### src/rtl/quoted_field_splitter_top_defines.svh
// Assertion macros for the quoted field splitter.
// Included by RTL files that carry concurrent assertions; no other dependencies.
`ifndef QUOTED_FIELD_SPLITTER_TOP_DEFINES_SVH
`define QUOTED_FIELD_SPLITTER_TOP_DEFINES_SVH

// Check a consequence in the same cycle.
`define QFS_ASSERT_NOW(label, ante, cons, msg) \
    label: assert property (@(posedge i_clk) disable iff (!i_rst_n) (ante) |-> (cons)) \
        else $error(msg);

// Check a consequence in the following cycle.
`define QFS_ASSERT_NEXT(label, ante, cons, msg) \
    label: assert property (@(posedge i_clk) disable iff (!i_rst_n) (ante) |=> (cons)) \
        else $error(msg);

`endif

### src/rtl/qfs_pkg.sv
// Shared types and constants for the quoted field splitter.
// No dependencies; used by qfs_front, qfs_back and the top level.
`default_nettype none

package qfs_pkg;

    localparam logic       CFG_SEPARATOR = 1'b0;
    localparam logic       CFG_QUOTE     = 1'b1;
    localparam logic [15:0] SEP_RESET    = 16'd59;
    localparam logic [15:0] QUOTE_RESET  = 16'd34;

    typedef struct packed {
        logic [15:0] char_val;
        logic        is_end;
        logic        is_sep;
        logic        is_quote;
    } t_token;

    typedef struct packed {
        logic [15:0] char_out;
        logic        char_valid;
        logic [11:0] field_index;
        logic        field_end;
        logic        record_end;
        logic [12:0] field_count;
    } t_result;

endpackage

`default_nettype wire

### src/rtl/qfs_fifo.sv
// Small register-based FIFO with registered storage and first-word-fall-through output.
// Generic; no package dependencies.
`default_nettype none

module qfs_fifo #(
    parameter int WIDTH = 8,
    parameter int DEPTH = 2
) (
    input  wire logic             i_clk,
    input  wire logic             i_rst_n,
    input  wire logic             i_push,
    input  wire logic [WIDTH-1:0] i_data,
    output logic                  o_full,
    input  wire logic             i_pop,
    output logic                  o_empty,
    output logic [WIDTH-1:0]      o_data
);

    localparam int PTR_W = (DEPTH > 1) ? $clog2(DEPTH) : 1;
    localparam int CNT_W = $clog2(DEPTH + 1);

    logic [WIDTH-1:0] r_mem [DEPTH];
    logic [PTR_W-1:0] r_wr;
    logic [PTR_W-1:0] r_rd;
    logic [CNT_W-1:0] r_count;
    logic [PTR_W-1:0] n_wr;
    logic [PTR_W-1:0] n_rd;
    logic [CNT_W-1:0] n_count;
    logic             do_push;
    logic             do_pop;

    assign o_full  = (r_count == CNT_W'(DEPTH));
    assign o_empty = (r_count == '0);
    assign o_data  = r_mem[r_rd];
    assign do_push = i_push && !o_full;
    assign do_pop  = i_pop && !o_empty;

    always_comb begin
        n_wr    = r_wr;
        n_rd    = r_rd;
        n_count = r_count;
        if (do_push) begin
            n_wr = (r_wr == PTR_W'(DEPTH - 1)) ? '0 : r_wr + 1'b1;
        end
        if (do_pop) begin
            n_rd = (r_rd == PTR_W'(DEPTH - 1)) ? '0 : r_rd + 1'b1;
        end
        if (do_push && !do_pop) begin
            n_count = r_count + 1'b1;
        end else if (do_pop && !do_push) begin
            n_count = r_count - 1'b1;
        end
    end

    always_ff @(posedge i_clk) begin
        if (!i_rst_n) begin
            r_wr    <= '0;
            r_rd    <= '0;
            r_count <= '0;
        end else begin
            r_wr    <= n_wr;
            r_rd    <= n_rd;
            r_count <= n_count;
        end
    end

    always_ff @(posedge i_clk) begin
        if (do_push) begin
            r_mem[r_wr] <= i_data;
        end
    end

endmodule

`default_nettype wire

### src/rtl/qfs_front.sv
// Front end: holds separator and quote registers, classifies each input character.
// Depends on qfs_pkg for the token type and register indexes.
`default_nettype none

module qfs_front (
    input  wire logic          i_clk,
    input  wire logic          i_rst_n,
    input  wire logic          i_push,
    input  wire logic          i_tok_full,
    input  wire logic [15:0]   i_char_in,
    input  wire logic          i_is_end,
    input  wire logic          i_cfg_valid,
    input  wire logic          i_cfg_index,
    input  wire logic [15:0]   i_cfg_data,
    output logic               o_cfg_ready,
    output logic               o_tok_push,
    output qfs_pkg::t_token    o_tok
);

    logic [15:0] r_sep;
    logic [15:0] r_quote;

    assign o_cfg_ready = 1'b1;
    assign o_tok_push  = i_push && !i_tok_full;

    always_comb begin
        o_tok.char_val = i_char_in;
        o_tok.is_end   = i_is_end;
        o_tok.is_sep   = (i_char_in == r_sep);
        o_tok.is_quote = (i_char_in == r_quote);
    end

    always_ff @(posedge i_clk) begin
        if (!i_rst_n) begin
            r_sep   <= qfs_pkg::SEP_RESET;
            r_quote <= qfs_pkg::QUOTE_RESET;
        end else if (i_cfg_valid && o_cfg_ready) begin
            case (i_cfg_index)
                qfs_pkg::CFG_SEPARATOR: r_sep   <= i_cfg_data;
                qfs_pkg::CFG_QUOTE:     r_quote <= i_cfg_data;
                default:                r_sep   <= r_sep;
            endcase
        end
    end

endmodule

`default_nettype wire

### src/rtl/qfs_back.sv
// Back end: quote/field state machine that turns classified tokens into results.
// Depends on qfs_pkg types and the assertion macros header.
`default_nettype none
`include "quoted_field_splitter_top_defines.svh"

module qfs_back #(
    parameter int MAX_FIELDS = 4096
) (
    input  wire logic          i_clk,
    input  wire logic          i_rst_n,
    input  wire qfs_pkg::t_token i_tok,
    input  wire logic          i_tok_empty,
    output logic               o_tok_pop,
    input  wire logic          i_res_full,
    output logic               o_res_push,
    output qfs_pkg::t_result   o_res
);

    localparam logic [1:0] MODE_START   = 2'd0;
    localparam logic [1:0] MODE_PLAIN   = 2'd1;
    localparam logic [1:0] MODE_QUOTED  = 2'd2;
    localparam logic [1:0] MODE_PENDING = 2'd3;

    localparam int CNT_W = $clog2(MAX_FIELDS + 1);
    localparam int SUM_W = (CNT_W > 13) ? CNT_W : 13;

    logic [1:0]       r_mode;
    logic [1:0]       n_mode;
    logic [CNT_W-1:0] r_fields;
    logic [CNT_W-1:0] n_fields;
    logic             r_nonempty;
    logic             n_nonempty;
    logic             go;
    logic             emit;
    logic [SUM_W-1:0] fields_wide;
    logic [SUM_W-1:0] count_wide;
    logic             state_idle;
    logic             open_quote;
    logic             char_push;
    logic             res_marks_end;

    assign go          = !i_tok_empty && !i_res_full;
    assign o_tok_pop   = go;
    assign o_res_push  = go && emit;
    assign fields_wide = SUM_W'(r_fields);
    assign count_wide  = fields_wide + 1'b1;

    always_comb begin
        n_mode            = r_mode;
        n_fields          = r_fields;
        n_nonempty        = r_nonempty;
        emit              = 1'b0;
        o_res.char_out    = '0;
        o_res.char_valid  = 1'b0;
        o_res.field_index = fields_wide[11:0];
        o_res.field_end   = 1'b0;
        o_res.record_end  = 1'b0;
        o_res.field_count = '0;
        if (i_tok.is_end) begin
            emit             = 1'b1;
            o_res.record_end = 1'b1;
            if (r_nonempty) begin
                o_res.field_end   = 1'b1;
                o_res.field_count = count_wide[12:0];
            end
            n_mode     = MODE_START;
            n_fields   = '0;
            n_nonempty = 1'b0;
        end else begin
            n_nonempty = 1'b1;
            if ((r_mode == MODE_START) && i_tok.is_quote) begin
                n_mode = MODE_QUOTED;
            end else if (r_mode == MODE_QUOTED) begin
                if (i_tok.is_quote) begin
                    n_mode = MODE_PENDING;
                end else begin
                    emit             = 1'b1;
                    o_res.char_out   = i_tok.char_val;
                    o_res.char_valid = 1'b1;
                end
            end else if ((r_mode == MODE_PENDING) && i_tok.is_quote) begin
                n_mode           = MODE_QUOTED;
                emit             = 1'b1;
                o_res.char_out   = i_tok.char_val;
                o_res.char_valid = 1'b1;
            end else if (i_tok.is_sep) begin
                emit            = 1'b1;
                o_res.field_end = 1'b1;
                n_mode          = MODE_START;
                if (r_fields < CNT_W'(MAX_FIELDS - 1)) begin
                    n_fields = r_fields + 1'b1;
                end
            end else begin
                emit             = 1'b1;
                n_mode           = MODE_PLAIN;
                o_res.char_out   = i_tok.char_val;
                o_res.char_valid = 1'b1;
            end
        end
    end

    always_ff @(posedge i_clk) begin
        if (!i_rst_n) begin
            r_mode     <= MODE_START;
            r_fields   <= '0;
            r_nonempty <= 1'b0;
        end else if (go) begin
            r_mode     <= n_mode;
            r_fields   <= n_fields;
            r_nonempty <= n_nonempty;
        end
    end

    assign state_idle    = (r_mode == MODE_START) && (r_fields == '0) && !r_nonempty;
    assign open_quote    = go && !i_tok.is_end && (r_mode == MODE_START) && i_tok.is_quote;
    assign char_push     = o_res_push && o_res.char_valid;
    assign res_marks_end = o_res.field_end || o_res.record_end;

    `QFS_ASSERT_NEXT(a_record_clears, go && i_tok.is_end, state_idle, "state kept after end")
    `QFS_ASSERT_NOW(a_fields_sat, 1'b1, r_fields <= CNT_W'(MAX_FIELDS - 1), "fields past limit")
    `QFS_ASSERT_NOW(a_open_quote_silent, open_quote, !o_res_push, "opening quote gave a result")
    `QFS_ASSERT_NOW(a_char_exclusive, char_push, !res_marks_end, "char result marks end")

endmodule

`default_nettype wire

### src/rtl/quoted_field_splitter_top.sv
// Quoted field splitter: qfs_front classifies each accepted character into the token queue;
// qfs_back turns tokens into results in the result queue, whose head drives the ports.
// Throughput one character per cycle unless the token queue is empty or result queue full.
// Token and result queues are two entries each; both sides stall independently.
// Reset (synchronous, active low) empties both queues, returns parse state to field start,
// and restores separator 59 and quote 34.
`default_nettype none

module quoted_field_splitter_top #(
    parameter int MAX_FIELDS = 4096
) (
    input  wire logic        i_clk,
    input  wire logic        i_rst_n,
    input  wire logic        push,
    output logic             full,
    input  wire logic [15:0] i_char_in,
    input  wire logic        i_is_end,
    output logic             empty,
    input  wire logic        pop,
    output logic [15:0]      o_char_out,
    output logic             o_char_valid,
    output logic [11:0]      o_field_index,
    output logic             o_field_end,
    output logic             o_record_end,
    output logic [12:0]      o_field_count,
    input  wire logic        i_cfg_valid,
    output logic             o_cfg_ready,
    input  wire logic        i_cfg_index,
    input  wire logic [15:0] i_cfg_data
);

    localparam int TOK_W = $bits(qfs_pkg::t_token);
    localparam int RES_W = $bits(qfs_pkg::t_result);

    qfs_pkg::t_token  front_tok;
    qfs_pkg::t_token  back_tok;
    qfs_pkg::t_result back_res;
    qfs_pkg::t_result out_res;
    logic             tok_push;
    logic             tok_full;
    logic             tok_pop;
    logic             tok_empty;
    logic             res_push;
    logic             res_full;

    assign full = tok_full;

    qfs_front u_front (
        .i_clk       (i_clk),
        .i_rst_n     (i_rst_n),
        .i_push      (push),
        .i_tok_full  (tok_full),
        .i_char_in   (i_char_in),
        .i_is_end    (i_is_end),
        .i_cfg_valid (i_cfg_valid),
        .i_cfg_index (i_cfg_index),
        .i_cfg_data  (i_cfg_data),
        .o_cfg_ready (o_cfg_ready),
        .o_tok_push  (tok_push),
        .o_tok       (front_tok)
    );

    qfs_fifo #(
        .WIDTH (TOK_W),
        .DEPTH (2)
    ) u_tok_fifo (
        .i_clk   (i_clk),
        .i_rst_n (i_rst_n),
        .i_push  (tok_push),
        .i_data  (front_tok),
        .o_full  (tok_full),
        .i_pop   (tok_pop),
        .o_empty (tok_empty),
        .o_data  (back_tok)
    );

    qfs_back #(
        .MAX_FIELDS (MAX_FIELDS)
    ) u_back (
        .i_clk       (i_clk),
        .i_rst_n     (i_rst_n),
        .i_tok       (back_tok),
        .i_tok_empty (tok_empty),
        .o_tok_pop   (tok_pop),
        .i_res_full  (res_full),
        .o_res_push  (res_push),
        .o_res       (back_res)
    );

    qfs_fifo #(
        .WIDTH (RES_W),
        .DEPTH (2)
    ) u_res_fifo (
        .i_clk   (i_clk),
        .i_rst_n (i_rst_n),
        .i_push  (res_push),
        .i_data  (back_res),
        .o_full  (res_full),
        .i_pop   (pop),
        .o_empty (empty),
        .o_data  (out_res)
    );

    assign o_char_out    = out_res.char_out;
    assign o_char_valid  = out_res.char_valid;
    assign o_field_index = out_res.field_index;
    assign o_field_end   = out_res.field_end;
    assign o_record_end  = out_res.record_end;
    assign o_field_count = out_res.field_count;

endmodule

`default_nettype wire
### config.mk
export PLATFORM = sky130hd
export DESIGN_NAME = quoted_field_splitter_top
export DESIGN_NICKNAME = d
export VERILOG_FILES = /design/src/rtl/qfs_pkg.sv /design/src/rtl/qfs_fifo.sv /design/src/rtl/qfs_front.sv /design/src/rtl/qfs_back.sv /design/src/rtl/quoted_field_splitter_top.sv
export VERILOG_INCLUDE_DIRS = /design/src /design/src/rtl
export SDC_FILE = /design/constraint.sdc
export NUM_CORES = 1
export LEC_CHECK = 0
export BUFFER_PORTS_ARGS = -buffer_cell sky130_fd_sc_hd__buf_4
export CAP_MARGIN = 40
export CORE_UTILIZATION = 50
export CTS_CLUSTER_SIZE = 8
export DETAILED_ROUTE_END_ITERATION = 6
export PLACE_DENSITY = 0.78
export RECOVER_POWER = 100
export SYNTH_ARGS = -nofsm -noshare
export SYNTH_HDL_FRONTEND = slang
export SYNTH_HIERARCHICAL = 1
export SYNTH_SLANG_ARGS = --single-unit
### constraint.sdc
create_clock -name i_clk -period 5.2 [get_ports i_clk]
set_input_delay 0.26 -clock i_clk [delete_from_list [all_inputs] [get_ports i_clk]]
set_output_delay 0.26 -clock i_clk [all_outputs]
set_load 0.02 [all_outputs]
==> run_results.csv <==
group,metric,value,unit
outcome,outcome,"finished with violations",
outcome,violations,"max-capacitance violations, max-slew violations",
floorplan,num_rows,45,
placement,dp_hpwl,9.76,mm
yosys,synth_warnings,6,
yosys,synthesis.area_per_instance,13.2,µm²
global_routing,grt_pass1_vias,4677,
floorplan,core_area,15400,µm²
cts,post_cts_buffers,0,
sta,max_freq,295,MHz
yosys,syn_inst,604,
yosys,synth_fp_nets,646,
drt,wl_per_cell,16.1,µm
cts,cts_resized,0,
cts,cts_sinks,184,
global_routing,grt_overflow_total,0,
yosys,synth-xor-area-share,0.0529,
sta,fin_skew,7.08,ps
yosys,synth_edf_count,126,
yosys,async_reset_ff_frac,0,
yosys,ys_seq_area_frac,0.622,
drt,first_pass_iters,5,
placement,gp_congestion,0.771,
finish,diodes,0,
yosys,synth_flop_cell,"edfxtp_1",
cts,cts.reportedPaths.clkPinSlew,70,ps
worst_setup_path,path_max_fanout,45,
worst_setup_path,required,5230,ps
worst_setup_path,arrival,3420,ps
finish,drive_gt1_frac,0.181,
global_routing,antenna_found_initial,0,
floorplan,die_w,128,µm
cts,ctsLongestPathBuffers,2,
sta,worstMarginPinSlew,1930,ps
sta,hold_viol_final,0,
cts,cts_tree,"built",
drt,drt_iter0_markers,279,
cts,h-tree-depth,4,
global_routing,grt_pass1_wl,23.2,mm
min_path,min-delay-start,"i_cfg_data[3]",
drt,drtAntennaViolNets,0,
cts,cts_buffers,17,
floorplan,dieArea,16400,µm²
yosys,synth_fa_ha_area_frac,0.00472,
yosys,ys_top_cells_by_area,"edfxtp_1 48%, dfxtp_1 15%, mux2_2 9.1%, xnor2_1 4.6%, buf_4 3.8%",
global_routing,grt_max_degree,47,
yosys,synth_top_family_by_area,"simple AND/OR/NAND/NOR gates",
yosys,synth_common_cells,"126 x edfxtp_1, 70 x nand2_1, 64 x mux2_2",
placement,port-buffer-count,84,
pwr,ir_drop,271,µV
cts,cts_hold_buf,0,
finish,nNetsFinal,703,
yosys,yosys.area.top_type,"edfxtp_1",
floorplan,dieHeight,128,µm
yosys,synth_cell_types,47,
finish,finish.utilization,0.577,
cts,insertion_delay,420,ps
drt,wirelength,14.2,mm
sta,fin_setup_tns,0,ps
sta,finalCritPeriodShare,0.651,
finish,area_growth,11.6,%
yosys,yosys_register_bits,184,
cts,cts_root_buffer,"clkbuf_16",
yosys,synth-compound-area-share,0.0661,
sta,rsz0062_at_grt,"no",
pwr,powerDensity,533,nW/µm²
global_routing,gr-usage-all-layers,0.185,
sta,slew_headroom,-0.286,
yosys,synth.most_common_cell,"edfxtp_1",
drt,viasPerCell,5.24,
worst_setup_path,startpoint_type,"register",
floorplan,ioPinCount,86,
floorplan,start_util,0.517,
flow_run,maxCapViolCount,1,
yosys,synthMuxAreaShare,0.0907,
pwr,power.leakage,2.94,nW
drt,drc,0,
min_path,min_path_type,"primary input to register",
yosys,synth_top_cell_area_share,0.476,
sta,period_needed,3390,ps
yosys,syn_area,7950,µm²
sta,drv_slew,36,
worst_setup_path,setup.worst_path.class,"register to register",
finish,nFillCells,1257,
worst_setup_path,worstSetupEndpointType,"register",
yosys,yosys.area_share.simple,0.111,
sta,setup_viol,0,
drt,vias,4640,
==> per-stage QoR <==
stage	hold WS [ps]	power, W	std cells	setup slack [ps]	cell area [µm²]
6_report	52.8	0.00472	885	1810	8860
3_3_place_gp	458	0.00363	849	2140	8490
5_1_grt	49.3	0.00496	885	1450	8860
2_1_floorplan	378	0.00315	604	1450	7950
3_5_place_dp	462	0.00371	852	2190	8550
4_1_cts	30.1	0.00494	884	2190	9110
==> worst max-delay path, cell delays in order, from the launching register on <==
cell and delay [ps]:
dfxtp_1 850, mux2_1 470, nor2b_1 190, a21boi_0 260, inv_1 140, nor3_4 170, clkbuf_2 890
==> power by group <==
group	internal (W)	leakage (nW)	switching [W]
Sequential	0.00197	1.64	0.000135
Clock	0.000709	0.268	0.000523
Combinational	0.000531	1.03	0.000850
Total	0.00321	2.94	0.00151
==> sequential cells by signal, indices dropped and copies added, names as in the netlist, 2 cells and up, named ones only <==
signal,cells
u_front/r_quote,16
u_tok_fifo/r_count,2
u_tok_fifo/r_mem,38
u_back/fields_wide,13
u_res_fifo/r_mem,88
u_front/r_sep,16
u_back/r_mode,2
u_res_fifo/r_count,2
==> logic make-up (layout without fill, tap and decap cells) <==
family / count (synthesis) / count (layout)
AND/OR/NAND/NOR: 176 / 176
multiplexers: 64 / 64
XOR/XNOR: 48 / 48
buffers and inverters: 62 / 132
flip-flops: 184 / 184
AO/OA/AOI/OAI: 66 / 66
adder cells (fa/ha/maj): 3 / 3
other: 1 / 1
==> cell usage in the layout, fill, tap and decap left out, types with 4 or more instances in the layout <==
| cell | synthesis | layout |
|---|---|---|
| mux2_1 | 0 | 9 |
| clkbuf_16 | 0 | 17 |
| o21a_1 | 6 | 6 |
| nand3_1 | 11 | 11 |
| nor4_1 | 9 | 9 |
| nand4_1 | 10 | 10 |
| nand2b_1 | 5 | 5 |
| clkbuf_1 | 5 | 63 |
| and2_1 | 25 | 5 |
| edfxtp_1 | 126 | 126 |
| a221o_1 | 6 | 6 |
| nand2_1 | 70 | 70 |
| dfxtp_1 | 58 | 58 |
| xor2_1 | 6 | 6 |
| nor2_1 | 20 | 21 |
| buf_4 | 40 | 30 |
| nor3_1 | 6 | 6 |
| and2_0 | 0 | 20 |
| inv_1 | 7 | 9 |
| xnor2_1 | 42 | 42 |
| a21boi_0 | 17 | 31 |
| nor2b_1 | 4 | 4 |
| mux2_2 | 64 | 55 |
| o21ai_0 | 6 | 8 |
==> area by class of cell <==
class                           instances  area (µm²)  area share
Sequential cell                       184        4940       0.558
Multi-Input combinational cell        358        2580       0.291
Timing Repair Buffer                   91         479      0.0541
Clock buffer                           21         440      0.0497
Tap cell                              211         264      0.0298
Clock inverter                         11         124      0.0140
Inverter                                9        33.8     0.00381
==> routing by layer <==
metal / part of all wire / GRT usage
met1: 0.45 / 0.237
met3: 0.038 / 0.0392
met4: 0.023 / 0.0865
met2: 0.49 / 0.303
met5: 0 / 0
==> worst paths after layout <==
kind                                                           to  slack, ps  cells after the start
worst max-delay path            u_res_fifo/r_mem[0][11]$_DFFE_PP_       1810                      6
worst max register to register  u_res_fifo/r_mem[0][11]$_DFFE_PP_       1810                      6
worst min register to register   u_front/r_quote[14]$_SDFFE_PN0P_        480                      2
worst min-delay path                u_front/r_sep[3]$_SDFFE_PN1P_         50                      3
Note: power is estimated with default switching activity, not from simulation.
